===== config.mk =====
export PLATFORM = sky130hd
export DESIGN_NAME = acmg_sqrt
export DESIGN_NICKNAME = d
export VERILOG_FILES = /design/src/acmg_pkg.sv /design/src/acmg_sqrt.sv
export SDC_FILE = /design/constraint.sdc
export NUM_CORES = 1
export LEC_CHECK = 0
export BUFFER_PORTS_ARGS = -buffer_cell sky130_fd_sc_hd__buf_2
export CAP_MARGIN = 20
export CORE_MARGIN = 3
export CORE_UTILIZATION = 64
export DETAILED_ROUTE_END_ITERATION = 12
export PLACE_DENSITY = 0.95
export SKIP_LAST_GASP = 1
export SLEW_MARGIN = 30
export SYNTH_ARGS = -nofsm -noshare
export SYNTH_HDL_FRONTEND = slang
export SYNTH_SLANG_ARGS = --single-unit

===== constraint.sdc =====
create_clock -name clk -period 4.19 [get_ports clk]
set_input_delay 1.257 -clock clk [delete_from_list [all_inputs] [get_ports clk]]
set_output_delay 1.257 -clock clk [all_outputs]
set_load 0.02 [all_outputs]

===== src/acmg_pkg.sv =====
// Shared constants and codes for the antialiased corner mask generator.
package acmg_pkg;

  localparam int MAX_RADIUS_DEF = 64;
  localparam int FRAC_BITS      = 16;

  localparam logic [7:0] FULL_COVER = 8'hff;

  localparam logic CMD_GEN  = 1'b0;
  localparam logic CMD_READ = 1'b1;

  localparam logic [1:0] ST_OK     = 2'd0;
  localparam logic [1:0] ST_RADIUS = 2'd1;
  localparam logic [1:0] ST_RANGE  = 2'd2;

endpackage


===== src/acmg_sqrt.sv =====
// Digit-serial square root of radicand << 2*FRAC_BITS, one root bit per cycle.
module acmg_sqrt
  import acmg_pkg::*;
#(
  parameter int RW = 7
) (
  input  logic                      clk,
  input  logic                      rst,
  input  logic                      start,
  input  logic [2*RW-1:0]           radicand,
  output logic                      done,
  output logic [RW+FRAC_BITS-1:0]   root
);

  localparam int SW    = 2 * RW;
  localparam int RB    = RW + FRAC_BITS;
  localparam int REM_W = RB + 2;
  localparam int CW    = $clog2(RB + 1);

  logic [SW-1:0]     sh;
  logic [REM_W-1:0]  rem;
  logic [CW-1:0]     cnt;
  logic              run;

  logic [REM_W+1:0]  cur;
  logic [REM_W+1:0]  trial;
  logic [REM_W+1:0]  diff;
  logic              ge;

  // Bring down the next pair of radicand bits; zeros follow the top word.
  always_comb begin
    cur   = {rem, sh[SW-1 -: 2]};
    trial = (REM_W + 2)'({root, 2'b01});
    ge    = (cur >= trial);
    diff  = cur - trial;
  end

  always_ff @(posedge clk) begin
    if (rst) begin
      run  <= 1'b0;
      done <= 1'b0;
    end else begin
      done <= 1'b0;
      if (start) begin
        run <= 1'b1;
      end else if (run && (cnt == CW'(RB - 1))) begin
        run  <= 1'b0;
        done <= 1'b1;
      end
    end
  end

  always_ff @(posedge clk) begin
    if (start) begin
      sh   <= radicand;
      rem  <= '0;
      root <= '0;
      cnt  <= '0;
    end else if (run) begin
      sh   <= sh << 2;
      rem  <= ge ? REM_W'(diff) : REM_W'(cur);
      root <= {root[RB-2:0], ge};
      cnt  <= cnt + CW'(1);
    end
  end

endmodule


Word-level counts from Yosys, hierarchy flattened
Cells that the tools add are included.
Word-level totals
  bits in registers: 69
  input bits: 17
  output and inout port bits: 24
  logic and storage cells: 20
Cells by class
  $add $sub $neg: 2
  $lt $le $gt $ge: 1
  equal/unequal tests: 1
  muxes and demuxes: 6
  reductions and logical operators: 4
Operator list (number)
  $mux W14: 2
  $ge A27 B25 Y1: 1
  $mux W25: 1
  $sub A25 B25 Y25: 1
  $add A5 B1 Y5 const B: 1
  $eq A5 B5 Y1 const B: 1
  $reduce_bool A2 Y1: 2
  $mux W1: 3
  $reduce_or A2 Y1: 1
  $logic_and A1 B1 Y1: 1

Longest topological paths before layout
  word-level depth: 4
  depth in mapped cells: 13
  depth with buffers taken out: 10

Worst setup path before layout
No wires, ideal clock.
  path kind: reg-to-reg
  start point: register root[10]
  end point: register rem[20]
  setup time: 122 ps
  arrival time: 2507 ps
  required time: 4068 ps
  path slack: 1561 ps
  stages on the path, launching flop included: 11
  path buffers: 0
  period minus slack after synthesis: 2629 ps
  path through: dfxtp_1 -> inv_1 -> ha_1 -> a21o_1 -> a31oi_1 -> o22ai_1 -> a21oi_2 -> a31oi_2 -> a41oi_2 -> mux2_2 -> a221o_1
Between the ends
  longest elaborated chain between the ends: 2
  elaborated cells between the ends (all ways): 3
  classes of those cells: 1 x add/sub; 1 x order compare; 1 x mux
RTL lines
  start, declared: RTL line acmg_sqrt.sv:12  | output logic [RW+FRAC_BITS-1:0] root
  start signal, assigned: RTL line acmg_sqrt.sv:62  | root <= {root[RB-2:0], ge};
  $sub A25 B25 Y25 or $ge A27 B25 Y1 (tied branches): RTL line acmg_sqrt.sv:35, acmg_sqrt.sv:34
  $mux W25 (*): RTL line acmg_sqrt.sv:61  | rem <= ge ? REM_W'(diff) : REM_W'(cur);
  end signal, assigned: RTL line acmg_sqrt.sv:61
  end, declared: RTL line acmg_sqrt.sv:21  | logic [REM_W-1:0] rem;
Every way passes the cells marked *; elsewhere a longest branch is shown, timed or not.
A chain may end at the register's enable or synchronous reset.

Worst setup path after layout
Ends and elaborated chain as after synthesis.

==> load_flow_metrics.sql <==
INSERT INTO impl_metrics (metric_group, metric, value, unit) VALUES
('clock_tree', 'insertion_delay', '0.36', 'ns'),
('clock_tree', 'clock_tree_from_tritoncts', 'yes', ''),
('layout', 'n_antenna_cell', '0', ''),
('routing', 'drt_first_iter_violations', '280', ''),
('setup_path', 'critPathRequiredTime', '4.44', 'ns'),
('power_and_ir_drop', 'power_density', '892', 'mW/mm^2'),
('power_and_ir_drop', 'p_leak', '0.00202', 'uW'),
('routing', 'vias', '3581', ''),
('timing', 'slew_headroom', '50.8', '%'),
('layout', 'area_occupied_by_multi_input_gates', '0.00244', 'mm^2'),
('clock_tree', 'cts_resized', '0', ''),
('yosys', 'post_synth_main_area_contributors', 'sky130_fd_sc_hd__dfxtp_1, sky130_fd_sc_hd__edfxtp_1, sky130_fd_sc_hd__mux2i_1', ''),
('layout', 'area_taken_by_flip_flops_and_latches', '0.00152', 'mm^2'),
('power_and_ir_drop', 'design_power_total', '4140', 'uW'),
('placed_design', 'placed_cell_area', '0.00442', 'mm^2'),
('floorplanning', 'die_height', '87.1', 'um'),
('floorplanning', 'core_region_area', '0.00613', 'mm^2'),
('routing', 'routedWlPerCell', '17.2', 'um'),
('clock_tree', 'clk_transition_reported_paths', '0.08', 'ns'),
('setup_path', 'worst-r2r-setup-slack', '0.94', 'ns'),
('yosys', 'ys_ff_latch', '69', ''),
('clock_tree', 'post_cts_hold_buffer_count', '0', ''),
('hold_path', 'hp-class', 'reg2reg', ''),
('timing', 'worst-slew-pin-transition', '0.738', 'ns'),
('yosys', 'mapped_area', '0.00421', 'mm^2'),
('yosys', 'dominantRegCellSynth', 'sky130_fd_sc_hd__dfxtp_1', ''),
('timing', 'layout_worst_path_cycle_share', '77.6', '%'),
('timing', 'timing.clock.skew', '0.00530', 'ns'),
('yosys', 'synthMostInstantiatedCell', 'sky130_fd_sc_hd__dfxtp_1', ''),
('layout', 'final_nets', '538', ''),
('routing', 'drt_drc_violations_left', '0', ''),
('power_and_ir_drop', 'ir_worst_vdd', '0.000595', 'V'),
('timing', 'finalMaxSlewViolations', '0', ''),
('yosys', 'ys_async_rst_share', '0', '%'),
('yosys', 'netlist_instances', '462', ''),
('placed_design', 'place_hpwl', '7.01', 'mm'),
('timing', 'fin_setup_tns', '0', 'ns'),
('timing', 'clock.fmax', '307', 'MHz'),
('setup_path', 'critPathCaptureType', 'register', ''),
('setup_path', 'critPathLaunchType', 'register', ''),
('setup_path', 'worst-setup-path-type', 'reg2reg', ''),
('timing', 'final-hold-violation-count', '0', ''),
('flow_run', 'max_cap_violations', '0', ''),
('yosys', 'netlist_top_cells_count', 'sky130_fd_sc_hd__dfxtp_1, sky130_fd_sc_hd__nor2_1, sky130_fd_sc_hd__mux2i_1', ''),
('yosys', 'post_synth_mux_area_share', '13.6', '%'),
('layout', 'area_of_all_placed_cells_without_fillers', '0.00464', 'mm^2'),
('yosys', 'post_synth_edffs', '14', ''),
('placed_design', 'gp_congestion', '0.930', ''),
('routing', 'iteration_count_of_the_initial_detailed_routing_pass', '5', ''),
('global_route', 'grt_antenna_before_repair', '0', ''),
('floorplanning', 'io_pins', '41', ''),
('yosys', 'synth_xor_area_share', '4.37', '%'),
('floorplanning', 'fp.dieW', '87.1', 'um'),
('yosys', 'syn_avg_cell_area', '9.12', 'um^2'),
('global_route', 'grt_overflow', '0', ''),
('yosys', 'share_of_synthesized_cell_area_in_full_adder_half_adder_and_majority_cells', '8.02', '%'),
('placed_design', 'port-buffer-count', '40', ''),
('layout', 'fillCellCount', '452', ''),
('setup_path', 'critical_path_arrival', '3.50', 'ns'),
('floorplanning', 'floorplan.die_area', '0.00759', 'mm^2'),
('clock_tree', 'clockRootBuffer', 'sky130_fd_sc_hd__clkbuf_8', ''),
('routing', 'ant_nets', '0', ''),
('yosys', 'yosys.cell_types.count', '56', ''),
('clock_tree', 'ctsLongestPathBuffers', '2', ''),
('global_route', 'first_pass_grt_wire_length', '16.3', 'mm'),
('routing', 'post_drt_via_cell_ratio', '6.24', ''),
('clock_tree', 'postCtsSetupBuffers', '0', ''),
('yosys', 'post-synth-top-area-cell', 'sky130_fd_sc_hd__dfxtp_1', ''),
('yosys', 'yosys_warnings', '0', ''),
('outcome', 'status', 'complete, no violations', ''),
('yosys', 'synth_top_family_by_area', 'compound AO/OA/AOI/OAI gates', '');
[critical path, cell delays in order (launching register included)]
cell and delay [ns]:
sky130_fd_sc_hd__dfxtp_1 0.37, sky130_fd_sc_hd__inv_1 0.06, sky130_fd_sc_hd__ha_1 0.39, sky130_fd_sc_hd__a21o_1 0.24, sky130_fd_sc_hd__a31oi_1 0.23, sky130_fd_sc_hd__o22ai_1 0.12
sky130_fd_sc_hd__a21oi_2 0.14, sky130_fd_sc_hd__a31oi_2 0.13, sky130_fd_sc_hd__a41oi_2 0.54, sky130_fd_sc_hd__buf_4 0.28, sky130_fd_sc_hd__mux2_2 0.34, sky130_fd_sc_hd__a221o_1 0.31
[placed cells by master (no fill, tap or decap), types with 3 or more instances in the layout]
cell type	Yosys	layout
sky130_fd_sc_hd__o21ai_1	4	4
sky130_fd_sc_hd__mux2i_1	39	39
sky130_fd_sc_hd__a211oi_1	16	16
sky130_fd_sc_hd__xor2_1	10	10
sky130_fd_sc_hd__nand3b_1	3	3
sky130_fd_sc_hd__nand3_1	4	4
sky130_fd_sc_hd__nor2_1	52	52
sky130_fd_sc_hd__edfxtp_1	14	14
sky130_fd_sc_hd__dfxtp_1	55	54
sky130_fd_sc_hd__xnor2_1	11	11
sky130_fd_sc_hd__and3_1	3	3
sky130_fd_sc_hd__and4_1	3	3
sky130_fd_sc_hd__a31oi_1	4	4
sky130_fd_sc_hd__nor3_1	6	6
sky130_fd_sc_hd__nand4_1	5	5
sky130_fd_sc_hd__nor4_1	4	4
sky130_fd_sc_hd__ha_1	27	27
sky130_fd_sc_hd__a32oi_1	5	5
sky130_fd_sc_hd__buf_4	1	5
sky130_fd_sc_hd__nand2b_1	8	8
sky130_fd_sc_hd__o21ai_0	24	24
sky130_fd_sc_hd__o31ai_1	3	3
sky130_fd_sc_hd__nand2_1	22	22
sky130_fd_sc_hd__o21a_1	3	3
sky130_fd_sc_hd__a21oi_1	18	18
sky130_fd_sc_hd__a21o_1	16	16
sky130_fd_sc_hd__mux2_2	15	15
sky130_fd_sc_hd__clkbuf_8	0	9
sky130_fd_sc_hd__nor2b_1	5	5
sky130_fd_sc_hd__buf_2	5	40
sky130_fd_sc_hd__inv_1	33	33
[final cells by class]
class,instances,share of cell area (%)
Tap cell,75,2.02
Inverter,33,2.67
Clock buffer,9,2.67
Multi-Input combinational cell,336,52.6
Sequential cell,69,32.8
Clock inverter,7,2.10
Timing Repair Buffer,45,5.12
[cell families (layout without fill, tap and decap cells)]
family,Yosys count,count (layout)
compound gates,112,112
buf+inv,57,94
flops,69,69
mux,55,55
xor+xnor,21,21
simple gates,121,121
fa+ha+maj,27,27
[registers in the layout (all words and copies together), names as in the netlist]
signal  count
cnt         5
sh         14
rem        25
root       23
run         1
done        1
[stage by stage]
step                hold slack (ns)  utilization (%)  setup WS (ns)  cells
detailed placement            0.475             72.1           1.01    558
floorplan                     0.444                -           1.56    462
finish                        0.481             75.7          0.938    574
global route                  0.525             75.7          0.755    574
global placement              0.453             72.1           1.13    558
CTS                           0.486             75.7          0.973    574
[worst paths after layout]
kind | startpoint | to | cells after the start
setup reg to reg | root[10]$_SDFFE_PP0P_ | rem[20]$_SDFFE_PP0P_ | 11
hold / removal | rem[23]$_SDFFE_PP0P_ | rem[23]$_SDFFE_PP0P_ | 2
hold reg to reg | rem[23]$_SDFFE_PP0P_ | rem[23]$_SDFFE_PP0P_ | 2
setup / recovery | root[10]$_SDFFE_PP0P_ | rem[20]$_SDFFE_PP0P_ | 11
[report_power, final]
part | switching, uW | internal [uW]
Combinational | 1470 | 1180
Sequential | 95.0 | 787
Clock | 275 | 338
[per-layer routing]
layer	wire (um)	global-route usage, %
met1	4200	34.3
met2	4860	45.2
met3	516	4.92
met4	283	13.1
met5	0	0
(Power assumes the default switching activity.)
